==> src/rtl/gapt_pkg.sv <==
package gapt_pkg;

    // Field and storage widths
    localparam int WORD_W      = 64;
    localparam int IDX_W       = 10;
    localparam int MAX_WORDS   = 1024;
    localparam int MAX_ROWS    = 256;
    localparam int GENOTYPES   = 3;
    localparam int GT_W        = 2;
    localparam int ROW_W       = 8;
    localparam int CNT_W       = 17;
    localparam int WORDS_REG_W = 11;
    localparam int ROWS_REG_W  = 9;
    localparam int CFG_W       = 11;
    localparam int CFG_IDX_W   = 1;
    localparam int PC_W        = 7;
    localparam int BYTES       = WORD_W / 8;

    // Stream bus widths
    localparam int S_TDATA_W = 80;
    localparam int S_TUSER_W = 3;
    localparam int M_TDATA_W = 32;
    localparam int M_TUSER_W = 2;

    // Result queue, in whole rows
    localparam int FIFO_DEPTH = 4;
    localparam int FIFO_PTR_W = $clog2(FIFO_DEPTH);
    localparam int FIFO_CNT_W = $clog2(FIFO_DEPTH + 1);

    localparam logic [CNT_W-1:0] ACC_MAX = '1;

    typedef enum logic {
        OP_STORE  = 1'b0,
        OP_STREAM = 1'b1
    } op_t;

    typedef enum logic [CFG_IDX_W-1:0] {
        REG_WORDS = 1'b0,
        REG_ROWS  = 1'b1
    } reg_idx_t;

    typedef logic [CNT_W-1:0] count_t;

    // Three finished counts of one first-table row
    typedef struct packed {
        logic [ROW_W-1:0]              row;
        count_t [GENOTYPES-1:0]        counts;
    } row_result_t;

    // Per-byte population count, SWAR style
    function automatic logic [3:0] pop8(input logic [7:0] v);
        logic [7:0] a;
        logic [7:0] b;
        logic [7:0] c;
        begin
            a = v - ((v >> 1) & 8'h55);
            b = (a & 8'h33) + ((a >> 2) & 8'h33);
            c = (b + (b >> 4)) & 8'h0F;
            pop8 = c[3:0];
        end
    endfunction

endpackage

==> src/rtl/gapt_count.sv <==
module gapt_count (
    input  logic                                    aclk,
    input  logic                                    aresetn,
    input  logic                                    clear,
    input  logic [gapt_pkg::ROWS_REG_W-1:0]         rows_in_use,
    input  logic                                    a_valid,
    input  logic                                    a_last,
    input  logic [gapt_pkg::WORD_W-1:0]             a_data,
    input  logic [gapt_pkg::GENOTYPES-1:0][gapt_pkg::WORD_W-1:0] stored_words,
    output logic                                    b_pending,
    output logic                                    push,
    output gapt_pkg::row_result_t                   result
);
    import gapt_pkg::*;

    logic                                  b_valid_reg;
    logic                                  b_last_reg;
    logic [GENOTYPES-1:0][BYTES-1:0][3:0]  b_pop_reg;
    logic [GENOTYPES-1:0][BYTES-1:0][3:0]  b_pop_next;

    count_t [GENOTYPES-1:0]  acc_reg;
    count_t [GENOTYPES-1:0]  acc_sum;
    logic [ROW_W-1:0]        row_reg;
    logic [ROW_W-1:0]        row_next;
    logic [ROWS_REG_W-1:0]   row_inc;

    // AND with stored rows, byte popcounts
    always_comb begin
        for (int g = 0; g < GENOTYPES; g++) begin
            for (int k = 0; k < BYTES; k++) begin
                b_pop_next[g][k] = pop8(a_data[8*k +: 8] & stored_words[g][8*k +: 8]);
            end
        end
    end

    always_ff @(posedge aclk) begin
        if (!aresetn) begin
            b_valid_reg <= 1'b0;
            b_last_reg  <= 1'b0;
        end else begin
            b_valid_reg <= a_valid;
            b_last_reg  <= a_valid & a_last;
        end
        b_pop_reg <= b_pop_next;
    end

    // Word total and saturating accumulate
    always_comb begin
        logic [PC_W-1:0]  word_pop;
        logic [CNT_W:0]   wide;
        for (int g = 0; g < GENOTYPES; g++) begin
            word_pop = '0;
            for (int k = 0; k < BYTES; k++) begin
                word_pop = word_pop + PC_W'(b_pop_reg[g][k]);
            end
            wide = {1'b0, acc_reg[g]} + (CNT_W + 1)'(word_pop);
            acc_sum[g] = wide[CNT_W] ? ACC_MAX : wide[CNT_W-1:0];
        end
    end

    // Row counter wraps after the last row
    assign row_inc  = {1'b0, row_reg} + ROWS_REG_W'(1);
    assign row_next = (row_inc >= rows_in_use) ? '0 : row_inc[ROW_W-1:0];

    always_ff @(posedge aclk) begin
        if (!aresetn || clear) begin
            acc_reg <= '0;
            row_reg <= '0;
        end else if (b_valid_reg) begin
            if (b_last_reg) begin
                acc_reg <= '0;
                row_reg <= row_next;
            end else begin
                acc_reg <= acc_sum;
            end
        end
    end

    assign b_pending     = b_valid_reg & b_last_reg;
    assign push          = b_valid_reg & b_last_reg;
    assign result.row    = row_reg;
    assign result.counts = acc_sum;

endmodule

==> config.mk <==
export PLATFORM = sky130hd
export DESIGN_NAME = gapt_count
export DESIGN_NICKNAME = d
export VERILOG_FILES = /design/src/rtl/gapt_pkg.sv /design/src/rtl/gapt_count.sv
export SDC_FILE = /design/constraint.sdc
export NUM_CORES = 1
export LEC_CHECK = 0
export BUFFER_PORTS_ARGS = -buffer_cell sky130_fd_sc_hd__buf_2
export CORE_ASPECT_RATIO = 1.2
export CORE_MARGIN = 4
export CORE_UTILIZATION = 59
export CTS_CLUSTER_SIZE = 24
export DETAILED_ROUTE_END_ITERATION = 8
export HOLD_SLACK_MARGIN = 0.06
export PLACE_DENSITY = 0.91
export SLEW_MARGIN = 20
export SYNTH_ARGS = -nofsm -noshare
export SYNTH_HDL_FRONTEND = slang
export SYNTH_SLANG_ARGS = --single-unit
export TNS_END_PERCENT = 100
==> constraint.sdc <==
create_clock -name aclk -period 6.75 [get_ports aclk]
set_clock_uncertainty 0.05 [all_clocks]
set_input_delay 1.35 -clock aclk [delete_from_list [all_inputs] [get_ports aclk]]
set_output_delay 1.35 -clock aclk [all_outputs]
set_load 0.02 [all_outputs]
==> results.md <==
- Synth warn: 0
- CTS root buffer: clkbuf_16
- Peak Freq: 143.6 MHz
- R2r startpoint: b_pop_reg[50]
- CP startpoint kind: register
- DIE WIDTH: 175.1 um
- First-pass GRT wire length: 81.36 mm
- RR Endpoint: acc_reg[28]
- Post-synth EDFFs: 0
- Cell Rows: 73
- # placed instances: 3029
- Slew margin rel.: 22.53%
- DRC: 0
- Tmin final: 6.962 ns
- Post-Synthesis Cells: 2286
- Die Footprint: 36520 sq um
- Top Ports: 331
- Vias: 17110
- End point of the worst hold path: acc_reg[39]
- Worst-path cell chain: inv_2, fa_1, inv_2, fa_2, fa_1, inv_2, fa_1, inv_1, ha_1, a21o_1, a21oi_2, xnor2_1, ha_1, o21ai_0, o21a_4, buf_4, nor4_1, xnor2_1, nand2_1, buf_2
- Status: finished, violations left
- Ys async rst share: 0%
- Worst hold path type: reg2reg
- Routed wire per std cell: 16.83 um
- Failing checks: negative setup slack
- FF-to-FF setup slack: 1.35 ns
- Syn Area/Cell: 8.650 sq um
- Most frequent cells in the layout: inv_1, ha_1, buf_2
- Drt first pass iters: 5
- CP max-delay cell: fa_1
- Prevailing post-synth register cell: dfxtp_1
- Critical-path maximum fanout: 4
- IO buf count: 330
- Distinct cells, synth: 70
- Synth Register Bits: 157
- Synth top area cells: ha_1, dfxtp_1, fa_1
- Grt total ovfl: 0
- Post-Syn Area: 19770 sq um
- Met2 usage: 51.40%
- WP data required: 5.35 ns
- # setup viols final: 39
- Clk buf depth: 2
- Worst setup path category: reg2out
- CTS tree: yes
- DP Worst Slack: -0.09561 ns
- Met3 track utilization from global routing: 3.416%
- CP peak stage delay: 0.57 ns
- Synth Net Count: 3145
- Critical Path End Type: output port
- Layout cell share with drive strength beyond 1: 22.27%
- Die Height: 208.5 um
- GR Layer Usage met1: 28.81%
- Post-route ant nets: 0
- # diodes: 0
- Worst Path Buf+Inv: 6
- Area of the multi-input gates: 15390 sq um
- Fin. Hold Viols: 0
- DP HPWL: 41.70 mm
- Vias per Instance: 5.481
- Worst reg-to-reg path cell count: 21
- Fin cells: 3122
- Final number of max-transition violations: 0
- Cell family with most CP delay: adder cells
- Nets: 3520
- Routability cong.: 1.006
- Initial Util: 59.64%
- # clock sinks: 157
- RSZ-0062 raised after global routing: yes
- Max-cap violation count: 0
- Post-synth top area share: 28.92%
- Commonest non-fill, non-tap cell in the layout: inv_1
- Register area share after synthesis: 15.89%
- Hold Slack: 0.4332 ns
- Final period utilization: 103.1%
- Core ar.: 33160 sq um
- Vias in the first global route: 17910
- Worst Tran Pin Value: 1.158 ns
- GR Util All Layers: 26.71%
- Hold_sp: acc_reg[39]
- Area grow syn2layout: 21.20%
- Initial antenna violation count: 2
- Synth area leader: ha_1
- Setup ws final: -0.2118 ns
- GRT busiest layer: met2
- Largest register FFs: 96
- Hold Path Cell Cnt: 1
- Worst Path Arrival: 5.56 ns
- DRT Wirelength: 52.55 mm
- Clk_lat worst skew: 0.43 ns
- CTS Buf Count: 17
- Crit. Startpoint: b_pop_reg[50]
- CTS clk-pin slew, worst paths: 0.06 ns
- H-tree Lvls: 4
- Storage cell area: 3153 sq um
- Fillers: 2301
- Critical path depth in cells: 20
- Initial DRC count: 911
- Largest net degree at the start of global routing: 24
-- cell usage after synthesis, types with 36 or more instances --
| library cell | number |
|---|---|
| nand2_1 | 260 |
| o21ai_0 | 38 |
| a21oi_1 | 127 |
| inv_1 | 472 |
| fa_1 | 132 |
| nor3_1 | 43 |
| ha_1 | 457 |
| xnor2_1 | 73 |
| a21o_1 | 67 |
| dfxtp_1 | 157 |
| xor2_1 | 66 |
| clkbuf_1 | 36 |
-- stage by stage --
step	cell area (sq um)	setup TNS, ns	util [%]
after floorplan	19770	0	-
after global placement	21850	0	65.91
after detailed placement	21850	-0.6783	65.91
after CTS	23170	-2.163	69.87
after global routing	23970	-11.16	72.29
final	23970	-3.361	72.29
-- logic make-up (layout without fill, tap and decap cells) --
| group | count (synthesis) | in the layout | share of synthesized area [%] |
|---|---|---|---|
| adders and majority gates | 589 | 589 | 42.28 |
| DFF | 157 | 157 | 15.89 |
| xor gates and xnor gates | 139 | 139 | 6.157 |
| buffers and inverters | 520 | 906 | 10.05 |
| muxes | 9 | 9 | 0.5125 |
| and+or+nand+nor | 471 | 471 | 11.47 |
| AOI/OAI and AO/OA | 401 | 401 | 13.64 |
-- timing repair --
| item | in CTS | in global routing |
|---|---|---|
| gates resized for setup | 134 | 136 |
| hold buffers | 0 | 0 |
| gates cloned | 1 | 1 |
| endpoints found under the hold margin | 0 | 0 |
| pin swaps | 74 | 78 |
| buffers inserted | 32 | 30 |
| setup endpoints to repair | 51 | 51 |
-- metal layers --
| metal | up-vias | wire length, um |
|---|---|---|
| met3 | 191 | 2500 |
| met2 | 668 | 28010 |
| li1 | 8145 | - |
| met1 | 8108 | 19500 |
| met5 | - | 0 |
| met4 | 0 | 2548 |
-- layout make-up --
cell class                 instances  share of cell area [%]
multi-input combinational       1609                   64.21
sequential                       157                   13.16
timing repair buffer             403                   10.43
inverter                         473                   7.408
tap                              450                   2.349
clock buffer                      19                   1.848
clock inverter                    11                  0.6004
-- worst reg2reg max path, delay by kind of cell, from the launching register on --
| kind | cells | cell delay [ns] |
|---|---|---|
| XOR/XNOR | 1 | 0.13 |
| flip-flops | 1 | 0.32 |
| AND/OR/NAND/NOR | 2 | 0.51 |
| AO/OA/AOI/OAI | 6 | 0.93 |
| buffers and inverters | 5 | 0.35 |
| adder cells (fa/ha/maj) | 6 | 2.69 |
| multiplexers | 1 | 0.25 |
-- worst max path at each step --
stage,to
CTS,result[29]
global placement,result[45]
detailed placement,result[45]
finish,result[27]
floorplan,result[33]
global route,result[27]
Power is left out: the tool's default activity adds up to more than one toggle a clock period on the data nets, which glitch-free logic cannot reach.
