--- src/rtl/gapt_pkg.sv ---
package gapt_pkg;

    // Field and storage widths
    localparam int WORD_W      = 64;
    localparam int IDX_W       = 10;
    localparam int MAX_WORDS   = 1024;
    localparam int MAX_ROWS    = 256;
    localparam int GENOTYPES   = 3;
    localparam int GT_W        = 2;
    localparam int ROW_W       = 8;
    localparam int CNT_W       = 17;
    localparam int WORDS_REG_W = 11;
    localparam int ROWS_REG_W  = 9;
    localparam int CFG_W       = 11;
    localparam int CFG_IDX_W   = 1;
    localparam int PC_W        = 7;
    localparam int BYTES       = WORD_W / 8;

    // Stream bus widths
    localparam int S_TDATA_W = 80;
    localparam int S_TUSER_W = 3;
    localparam int M_TDATA_W = 32;
    localparam int M_TUSER_W = 2;

    // Result queue, in whole rows
    localparam int FIFO_DEPTH = 4;
    localparam int FIFO_PTR_W = $clog2(FIFO_DEPTH);
    localparam int FIFO_CNT_W = $clog2(FIFO_DEPTH + 1);

    localparam logic [CNT_W-1:0] ACC_MAX = '1;

    typedef enum logic {
        OP_STORE  = 1'b0,
        OP_STREAM = 1'b1
    } op_t;

    typedef enum logic [CFG_IDX_W-1:0] {
        REG_WORDS = 1'b0,
        REG_ROWS  = 1'b1
    } reg_idx_t;

    typedef logic [CNT_W-1:0] count_t;

    // Three finished counts of one first-table row
    typedef struct packed {
        logic [ROW_W-1:0]              row;
        count_t [GENOTYPES-1:0]        counts;
    } row_result_t;

    // Per-byte population count, SWAR style
    function automatic logic [3:0] pop8(input logic [7:0] v);
        logic [7:0] a;
        logic [7:0] b;
        logic [7:0] c;
        begin
            a = v - ((v >> 1) & 8'h55);
            b = (a & 8'h33) + ((a >> 2) & 8'h33);
            c = (b + (b >> 4)) & 8'h0F;
            pop8 = c[3:0];
        end
    endfunction

endpackage

--- src/rtl/gapt_out.sv ---
module gapt_out (
    input  logic                                 aclk,
    input  logic                                 aresetn,
    input  logic                                 push,
    input  gapt_pkg::row_result_t                result,
    output logic [gapt_pkg::FIFO_CNT_W-1:0]      fill,
    output logic                                 m_tvalid,
    input  logic                                 m_tready,
    output logic [gapt_pkg::M_TDATA_W-1:0]       m_tdata,
    output logic [gapt_pkg::M_TUSER_W-1:0]       m_tuser,
    output logic                                 m_tlast
);
    import gapt_pkg::*;

    row_result_t             queue [FIFO_DEPTH];
    logic [FIFO_PTR_W-1:0]   wr_ptr_reg;
    logic [FIFO_PTR_W-1:0]   rd_ptr_reg;
    logic [FIFO_CNT_W-1:0]   fill_reg;
    logic [GT_W-1:0]         col_reg;
    logic                    xfer;
    logic                    pop;
    row_result_t             head;
    count_t                  head_count;

    assign xfer = m_tvalid & m_tready;
    assign pop  = xfer & (col_reg == GT_W'(GENOTYPES - 1));

    // Row queue
    always_ff @(posedge aclk) begin
        if (push) begin
            queue[wr_ptr_reg] <= result;
        end
    end

    always_ff @(posedge aclk) begin
        if (!aresetn) begin
            wr_ptr_reg <= '0;
            rd_ptr_reg <= '0;
            fill_reg   <= '0;
            col_reg    <= '0;
        end else begin
            if (push) begin
                wr_ptr_reg <= wr_ptr_reg + FIFO_PTR_W'(1);
            end
            if (pop) begin
                rd_ptr_reg <= rd_ptr_reg + FIFO_PTR_W'(1);
            end
            fill_reg <= fill_reg + FIFO_CNT_W'(push) - FIFO_CNT_W'(pop);
            // One transfer per genotype column
            if (pop) begin
                col_reg <= '0;
            end else if (xfer) begin
                col_reg <= col_reg + GT_W'(1);
            end
        end
    end

    assign head = queue[rd_ptr_reg];

    always_comb begin
        case (col_reg)
            2'd0:    head_count = head.counts[0];
            2'd1:    head_count = head.counts[1];
            default: head_count = head.counts[2];
        endcase
    end

    assign fill     = fill_reg;
    assign m_tvalid = (fill_reg != '0);
    assign m_tdata  = {{(M_TDATA_W - ROW_W - CNT_W){1'b0}}, head_count, head.row};
    assign m_tuser  = col_reg;
    assign m_tlast  = (col_reg == GT_W'(GENOTYPES - 1));

endmodule

--- config.mk ---
export PLATFORM = sky130hd
export DESIGN_NAME = gapt_out
export DESIGN_NICKNAME = d
export VERILOG_FILES = /design/src/rtl/gapt_pkg.sv /design/src/rtl/gapt_out.sv
export SDC_FILE = /design/constraint.sdc
export NUM_CORES = 1
export LEC_CHECK = 0
export BUFFER_PORTS_ARGS = -buffer_cell sky130_fd_sc_hd__buf_4
export CORE_MARGIN = 2
export CORE_UTILIZATION = 60
export DETAILED_ROUTE_END_ITERATION = 8
export PLACE_DENSITY = 0.81
export SETUP_SLACK_MARGIN = 0.5
export SLEW_MARGIN = 20
export SYNTH_ARGS = -nofsm -noshare
export SYNTH_HDL_FRONTEND = slang
export SYNTH_SLANG_ARGS = --single-unit
--- constraint.sdc ---
create_clock -name aclk -period 7.4 [get_ports aclk]
set_input_delay 0.74 -clock aclk [delete_from_list [all_inputs] [get_ports aclk]]
set_output_delay 0.74 -clock aclk [all_outputs]
set_load 0.01 [all_outputs]
==> results.yml, run 1 <==
sta:
  max_freq_ghz: 0.256
  worst_slew_pin_slew_ns: 0.972
  finalMaxSlewViolations: 0
  fin_crit_ns: 3.90
  fin_crit_sh: 0.527
  setup_violations: 0
  fin_setup_tns_ns: 0
  relSlewSlack: 0.352
  finalHoldWorstSlack_ns: 0.431
  rsz0062_at_grt: "false"
  fin_worst_skew_ns: 0.00927
  hold_viol_final: 0
synthesis:
  yosysUniqueCellTypes: 29
  synth_warnings: 0
  ys_async_sr_fraction: 0
  synth_top_area_frac: 0.744
  yosysSeqAreaShare: 0.767
  synth_cells: 473
  synth_flop_cell: "edfxtp_1"
  synth.most_common_cell: "edfxtp_1"
  ys_ff_latch: 247
  synth_area_mm2: 0.00953
  synth-edff-count: 236
  synthTopCellsByArea: "edfxtp_1 74%, mux2i_1 7.3%, mux4_1 3.9%"
  synth_top_area_cell: "edfxtp_1"
  synth_common_cells: "236 x edfxtp_1, 69 x mux2i_1, 34 x o22ai_1"
  syn_avg_cell_area_um2: 20.1
run_status:
  outcome: "finished, final reports clean"
layout:
  antenna_cells: 0
  nNetsFinal: 648
  drive_gt1_frac: 0.249
  largest_reg_flops: 236
  syn_to_final_growth_pct: 16.6
  final_cell_area_mm2: 0.0111
worst_setup_path:
  rrSetupSlack_ns: 5.17
  worst-r2r-cell-count: 9
  worstReg2RegStart: "m_tuser[0]"
  required_ns: 6.66
  cp-end-kind: "primary output"
  rr_endpoint: "fill[2]"
  crit_fanout: 19
  crit_start: "m_tuser[0]"
  cp-start-kind: "register"
  crit_type: "register to primary output"
  arrival_ns: 3.16
cts:
  clk_pin_slew_ns: 0.06
  htree_levels: 1
  clk_path_buf_depth: 3
  cts_resized: 0
  clock_latency_ns: 0.51
  cts.sinks: 247
  tritoncts: "built"
  cts_setup_buffers: 0
  cts_hold_buffers: 0
  cts_root_buf: "clkbuf_16"
  cts-buffers-inserted: 24
floorplan:
  die_x_um: 130
  ioPinCount: 102
  initial_core_util: 0.606
  core_area_mm2: 0.0157
  fp.dieArea_mm2: 0.0169
  die_h_um: 130
  row_count: 46
routing:
  route.vias.total: 4698
  first_pass_iters: 5
  remaining_drc_errors: 0
  wl_um: 17400
  wl_per_cell_um: 21.6
  viasPerCell: 5.83
  ant_nets: 0
  drt_iter0_drc: 425
power:
  power_frac_clock: 0.370
  switching_share: 0.214
  p_comb_frac: 0.092
  leakagePower_nw: 3.73
  peakVddDrop_uv: 213
  p_int_mw: 2.38
  total_power_mw: 3.02
  power.density_mw_per_mm2: 272
  power_switching_uw: 645
  power_frac_seq: 0.538
grt:
  grt-ovfl-total: 0
  grt_antenna_before_repair: 0
  grt_max_degree: 60
  grt_pass1_vias: 4867
  grt_pass1_wl_um: 26300
  grt_usage: 0.209
hold_path:
  min_from: "result[57]"
  whs_path_depth: 1
  min_path_type: "input pin to register"
  hold_end: "queue[3][57]"
flow_run:
  drv_cap: 0
placed_design:
  port_buffers: 94
  hpwl_um: 9930
  dpl_cell_area_mm2: 0.0104
  routabilityCongestion: 0.720
[per-layer routing]
| metal | track usage | vias to the layer above | wire (um) |
|---|---|---|---|
| met5 | 0 | - | 0 |
| met4 | 0.0696 | 0 | 366 |
| met3 | 0.0418 | 29 | 1140 |
| met2 | 0.350 | 181 | 8860 |
| met1 | 0.278 | 2367 | 7050 |
| li1 | - | 2121 | - |
[power groups by stage]
| stage | logic [mW] | clock network [mW] | registers (mW) |
|---|---|---|---|
| after CTS | 0.282 | 1.13 | 1.62 |
| after global placement | 0.270 | 0 | 1.65 |
| after floorplan | 0.144 | 0 | 1.65 |
| final | 0.279 | 1.12 | 1.62 |
| after detailed placement | 0.280 | 0 | 1.65 |
| after global routing | 0.299 | 1.19 | 1.63 |
[per-stage QoR]
stage                     worst slack [ns]  std cells   util
final                                 3.50        806  0.707
after global placement                4.09        765  0.661
after floorplan                       4.84        479      -
after global routing                  3.27        806  0.707
after detailed placement              4.01        765  0.661
after CTS                             3.45        806  0.707
[layout make-up]
cell class                      instances  area (um2)
Clock buffer                           30         644
Clock inverter                         11        75.1
Fill cell                             962        4610
Inverter                                9        33.8
Multi-Input combinational cell        194        2030
Sequential cell                       247        7310
Tap cell                              216         270
Timing Repair Buffer                   99         743
[cells in the final DEF (no fill, tap or decap), drive strengths merged, types with 3 or more instances in the layout]
cell / instances
and2: 6
clkinv: 9
nor2: 5
mux2i: 69
clkbuf: 30
inv: 10
ha: 9
conb: 7
mux4: 25
edfxtp: 236
xnor2: 4
nand2: 4
a211o: 17
buf: 99
o22ai: 34
a21oi: 3
or3: 4
dfxtp: 11
[critical path: stages (launching register included)]
cell,delay (ns)
dfxtp_1,0.35
inv_1,0.10
ha_1,0.72
or3b_1,0.81
o22ai_1,0.22
a211o_1,0.30
buf_4,0.15
[cell families (layout without fill, tap and decap cells)]
group           after synthesis  after routing  synth area share
fa+ha+maj                    10             10            0.0139
compound gates               57             57            0.0419
xor+xnor                      4              4           0.00368
mux                          94             94             0.137
other cells                   1              7          0.000394
simple gates                 22             22            0.0129
buf+inv                      38            149            0.0230
flops                       247            247             0.767
[how the worst max path moves through the flow]
stage / end / slack [ns]
2_1_floorplan: queue[0][0] / 4.84
3_3_place_gp: m_tdata[23] / 4.09
3_5_place_dp: m_tdata[23] / 4.01
4_1_cts: m_tdata[23] / 3.45
5_1_grt: m_tdata[23] / 3.27
6_report: m_tdata[23] / 3.50
No activity file was read; power rests on OpenSTA's default activity.
==> run 2: changes to the inputs <==
ABC_AREA = 1   (was default)
CORE_UTILIZATION = 53   (was 60)
PLACE_DENSITY = 0.75   (was 0.81)
clock period = 3.2 ns   (was 7.4 ns; I/O delays follow)
==> run 2 against run 1 <==
Compared with the run above: power rose to 2.5 times the previous value; sequential cell count did not move; non-clock buffer count up 66; clock power rose to 2.8 times the previous value; largest power group unchanged; sequential power rose by 130%; first-iteration DRC count is 44% higher; global-route usage increased by 1.6 points; synthesized area increased by 10%; cell count grew 78%; core utilization down 3.9 points; synthesized cell count up 110%.
==> results.yml, run 2 <==
power:
  power.density_mw_per_mm2: 586
  total_power_mw: 7.61
  peakVddDrop_uv: 413
  leakagePower_nw: 5.69
layout:
  layoutNonFillerInstCount: 1436
  final_common_cell: "nand2_1"
  final_cell_mix: "392 x nand2_1, 236 x edfxtp_1, 152 x inv_1, 101 x buf_4, 88 x nand3_1"
  antenna_cells: 0
  largest_reg_flops: 236
  final_util: 0.667
  syn_to_final_growth_pct: 23.8
  drive_gt1_frac: 0.140
  final_cell_area_mm2: 0.0130
  nNetsFinal: 1224
  nFillCells: 1428
synthesis:
  synth.most_common_cell: "nand2_1"
  synth_area_mm2: 0.0105
  synth_warnings: 0
  ys_async_sr_fraction: 0
  yosysUniqueCellTypes: 21
  synth_top_area_cell: "edfxtp_1"
  synth_top_area_frac: 0.676
  synth_common_cells: "392 x nand2_1, 236 x edfxtp_1, 156 x inv_1"
  synth_cells: 1002
  synth_flop_cell: "edfxtp_1"
  yosysSeqAreaShare: 0.697
  ys_ff_latch: 247
  synth-edff-count: 236
  syn_avg_cell_area_um2: 10.5
  synthTopCellsByArea: "edfxtp_1 68%, nand2_1 14%, inv_1 5.6%"
sta:
  hold_viol_final: 0
  setup_violations: 0
  max_freq_ghz: 0.397
  worst_slew_pin_slew_ns: 0.759
  fin_setup_tns_ns: 0
  relSlewSlack: 0.494
  setup_ws_ns: 0.679
  fin_crit_sh: 0.788
  rsz0062_at_grt: "false"
  fin_crit_ns: 2.52
  fin_worst_skew_ns: 0.0123
  finalHoldWorstSlack_ns: 0.0223
  finalMaxSlewViolations: 0
worst_setup_path:
  arrival_ns: 2.20
  cp-end-kind: "primary output"
  crit_fanout: 18
  crit_type: "register to primary output"
  required_ns: 2.88
  cp-start-kind: "register"
cts:
  cts_root_buf: "clkbuf_16"
  clk_pin_slew_ns: 0.06
  htree_levels: 1
  cts.sinks: 247
  tritoncts: "built"
  cts_setup_buffers: 0
  clk_path_buf_depth: 3
  cts-buffers-inserted: 26
  clock_latency_ns: 0.53
grt:
  grt-ovfl-total: 0
  grt_max_degree: 71
  grt_pass1_vias: 6978
  grt_pass1_wl_um: 35500
  grt_antenna_before_repair: 0
  grt_usage: 0.224
placed_design:
  hpwl_um: 13400
  dpl.cell_count: 1332
  routabilityCongestion: 0.778
  port_buffers: 94
  preCtsSetupSlack_ns: 0.697
  dpl_cell_area_mm2: 0.0115
floorplan:
  initial_core_util: 0.539
  core_area_mm2: 0.0195
  ioPinCount: 102
  die_x_um: 145
  row_count: 51
  die_h_um: 145
  fp.dieArea_mm2: 0.0209
routing:
  drt_iter0_drc: 610
  remaining_drc_errors: 0
  viasPerCell: 5.02
  wl_um: 23300
  wl_per_cell_um: 16.2
  ant_nets: 0
  route.vias.total: 7211
  first_pass_iters: 5
run_status:
  outcome: "finished, final reports clean"
hold_path:
  min_path_type: "input pin to register"
flow_run:
  drv_cap: 0
[run 2: cell types whose count changed in the layout (fill, tap and decap cells not counted), moves of 26 or more]
cell / change
nand2_1: +389
nand3_1: +88
inv_1: +143
dlygate4sd3_1: +55
o22ai_1: -26
mux2i_1: -69
[run 2: metal layers]
metal	wire length [um]	global-route usage	up-vias
met1	9440	0.291	3380
met5	0	0	-
li1	-	-	3493
met4	705	0.0731	0
met2	11500	0.389	283
met3	1660	0.0365	55
[run 2: final timing paths]
| check | start | to | slack (ns) | depth (start not counted) |
|---|---|---|---|---|
| max | m_tuser[0] | m_tdata[9] | 0.68 | 7 |
| min | result[0] | queue[1][0] | 0.02 | 1 |
| max reg2reg | m_tuser[0] | fill[2] | 1.04 | 11 |
| min reg2reg | rd_ptr_reg[1] | register | 0.50 | 2 |
[run 2: cell type report]
cell class / instances / area (um2) / area share
Tap cell: 265 / 332 / 0.0255
Multi-Input combinational cell: 553 / 2350 / 0.181
Clock inverter: 20 / 223 / 0.0171
Sequential cell: 247 / 7310 / 0.563
Clock buffer: 28 / 679 / 0.0523
Inverter: 158 / 598 / 0.0460
Timing Repair Buffer: 165 / 1500 / 0.115
[run 2: cells by family (layout without fill, tap and decap cells)]
family / count (synthesis) / in the layout / share of synthesized area
AOI/OAI and AO/OA: 32 / 32 / 0.0162
xor gates and xnor gates: 1 / 1 / 0.000835
adders and majority gates: 10 / 10 / 0.0126
buffers and inverters: 208 / 371 / 0.0821
DFF: 247 / 247 / 0.697
other: 1 / 7 / 0.000358
and+or+nand+nor: 503 / 503 / 0.191
[run 2: power by group]
part           total, mW  internal (mW)  leakage [nW]  switching (mW)
Sequential          3.72           3.69          2.26          0.0352
Clock               3.14           1.93         0.450            1.21
Combinational      0.752          0.311          2.99           0.442
[run 2: critical path: stages (launching register included)]
cell and delay, ns:
dfxtp_1 0.34, inv_1 0.11, ha_2 0.50, nor2_2 0.07
buf_4 0.22, nand2_1 0.16, nand3_1 0.11, buf_4 0.16
[run 2: what timing repair did]
action,CTS,global route
endpoints found under the setup margin,18,4
hold endpoints to repair,202,16
pin swaps,0,0
gates resized for setup,6,3
gates cloned,0,1
hold buffers,51,4
==> run 3: changes to the inputs <==
CORE_UTILIZATION = 59   (was 53)
PLACE_DENSITY = 0.8   (was 0.75)
clock period = 2.6 ns   (was 3.2 ns; I/O delays follow)
==> run 3 against run 2 <==
Compared with the run above: sequential power grew 23%; power grew 22%; global-route usage grew 6.7 points; hold slack gained 0.031 ns; wire length grew 25%; register-to-register slack lost 0.50 ns; via count grew 12%; non-clock buffer count grew 33; critical path depth grew 1; first-iteration DRC count grew 100%; die area shrank 9.9%.
==> results.yml, run 3 (synthesis gave the netlist of run 2 again) <==
cts:
  cts.sinks: 247
  clk_pin_slew_ns: 0.06
  tritoncts: "built"
  htree_levels: 1
  cts_root_buf: "clkbuf_16"
  cts-buffers-inserted: 25
  clk_path_buf_depth: 3
  clock_latency_ns: 0.53
sta:
  finalHoldWorstSlack_ns: 0.0536
  setup_violations: 0
  fin_worst_skew_ns: 0.0143
  finalMaxSlewViolations: 0
  worst_slew_pin_slew_ns: 0.528
  relSlewSlack: 0.647
  fin_crit_sh: 0.872
  rsz0062_at_grt: "true"
  max_freq_ghz: 0.441
  fin_setup_tns_ns: 0
  fin_crit_ns: 2.27
  setup_ws_ns: 0.332
  hold_viol_final: 0
floorplan:
  row_count: 48
  core_area_mm2: 0.0174
  die_h_um: 137
  fp.dieArea_mm2: 0.0189
  die_x_um: 137
  initial_core_util: 0.604
  ioPinCount: 102
layout:
  antenna_cells: 0
  final_common_cell: "nand2_1"
  multi_input_area_mm2: 0.00256
  drive_gt1_frac: 0.205
  nNetsFinal: 1258
  nFillCells: 896
  final_cell_area_mm2: 0.0137
  regArea_mm2: 0.00732
  largest_reg_flops: 236
  final_cell_mix: "361 x nand2_1, 236 x edfxtp_1, 150 x inv_1, 101 x buf_4, 66 x nand3_1"
  syn_to_final_growth_pct: 30.9
worst_setup_path:
  crit_end: "m_tdata[10]"
  cp-start-kind: "register"
  rrSetupSlack_ns: 0.54
  crit_fanout: 8
  rr_endpoint: "fill[2]"
  worstReg2RegStart: "m_tuser[1]"
  worst-r2r-cell-count: 11
  cp-end-kind: "primary output"
  arrival_ns: 2.01
  crit_type: "register to primary output"
  required_ns: 2.34
placed_design:
  dpl_cell_area_mm2: 0.0115
  routabilityCongestion: 0.771
  port_buffers: 94
  preCtsSetupSlack_ns: 0.497
  hpwl_um: 13100
flow_run:
  drv_cap: 0
grt:
  grt-ovfl-total: 0
  grt_antenna_before_repair: 0
  grt_usage: 0.291
  grt_pass1_vias: 7913
  grt_max_degree: 60
  grt_pass1_wl_um: 41000
power:
  power.density_mw_per_mm2: 674
  peakVddDrop_uv: 486
  leakagePower_nw: 5.99
routing:
  wl_per_cell_um: 20.4
  first_pass_iters: 7
  route.vias.total: 8070
  wl_um: 29000
  viasPerCell: 5.66
  remaining_drc_errors: 0
  ant_nets: 0
  drt_iter0_drc: 1221
run_status:
  outcome: "finished, final reports clean"
hold_path:
  min_path_type: "input pin to register"
[run 3: cell count changes in the layout (fill, tap and decap cells not counted), moves of 4 or more]
| cell | change |
|---|---|
| clkbuf_16 | +4 |
| nand2_1 | -31 |
| buf_16 | +8 |
| buf_12 | +6 |
| nand3_2 | +22 |
| nand2_2 | +31 |
| dlygate4sd3_1 | +5 |
| nand3_1 | -22 |
| clkinv_2 | -6 |
| buf_6 | +8 |
[run 3: what timing repair did]
item | in CTS | in global routing
cloned | 10 | 8
pin swaps | 1 | 13
setup endpoints to repair | 26 | 22
hold buffers | 60 | 0
hold endpoints to repair | 238 | 0
buffers inserted | 11 | 1
gates resized for setup | 48 | 47
[run 3: layout make-up]
class / count / share of cell area
timing repair inverter: 2 / 0.00182
multi-input combinational: 553 / 0.187
clock buffer: 31 / 0.0501
clock inverter: 13 / 0.00838
timing repair buffer: 198 / 0.155
tap: 225 / 0.0205
inverter: 158 / 0.0449
sequential: 247 / 0.533
[run 3: how the worst min path moves through the flow]
stage	startpoint	endpoint	slack, ns	cells after the start
after floorplan	aresetn	fill[0]	0.35	2
after global placement	result[43]	queue[0][43]	0.46	1
after detailed placement	result[8]	queue[3][8]	0.46	1
after CTS	m_tready	m_tuser[1]	0.04	3
after global routing	m_tready	m_tuser[0]	0.06	3
final	m_tready	m_tuser[0]	0.05	3
[run 3: critical path, stage by stage (launching register included)]
cell     delay [ns]
dfxtp_4        0.45
buf_12         0.17
buf_16         0.14
nand2_1        0.08
nand3_1        0.13
nand2_1        0.09
nand2_1        0.12
nand3_1        0.13
buf_4          0.17
[run 3: metal layers]
| layer | up-vias | part of all wire | GRT usage |
|---|---|---|---|
| met5 | - | 0 | 0 |
| met4 | 0 | 0.049 | 0.136 |
| met3 | 126 | 0.11 | 0.0486 |
| met2 | 595 | 0.50 | 0.496 |
| met1 | 3786 | 0.35 | 0.366 |
| li1 | 3563 | - | - |
[run 3: report_power, final]
| group | switching, mW | internal (mW) | leakage (nW) | total, mW |
|---|---|---|---|---|
| clock | 1.46 | 2.06 | 0.395 | 3.52 |
| combinational | 0.656 | 0.489 | 3.34 | 1.14 |
| sequential | 0.0516 | 4.54 | 2.26 | 4.59 |
| total | 2.17 | 7.09 | 5.99 | 9.26 |
[run 3: through the flow]
stage / cells / util / power, mW
6_report: 1427 / 0.791 / 9.26
5_1_grt: 1427 / 0.791 / 9.50
4_1_cts: 1418 / 0.771 / 9.14
3_5_place_dp: 1293 / 0.661 / 5.51
3_3_place_gp: 1293 / 0.661 / 5.48
2_1_floorplan: 1008 / - / 5.08
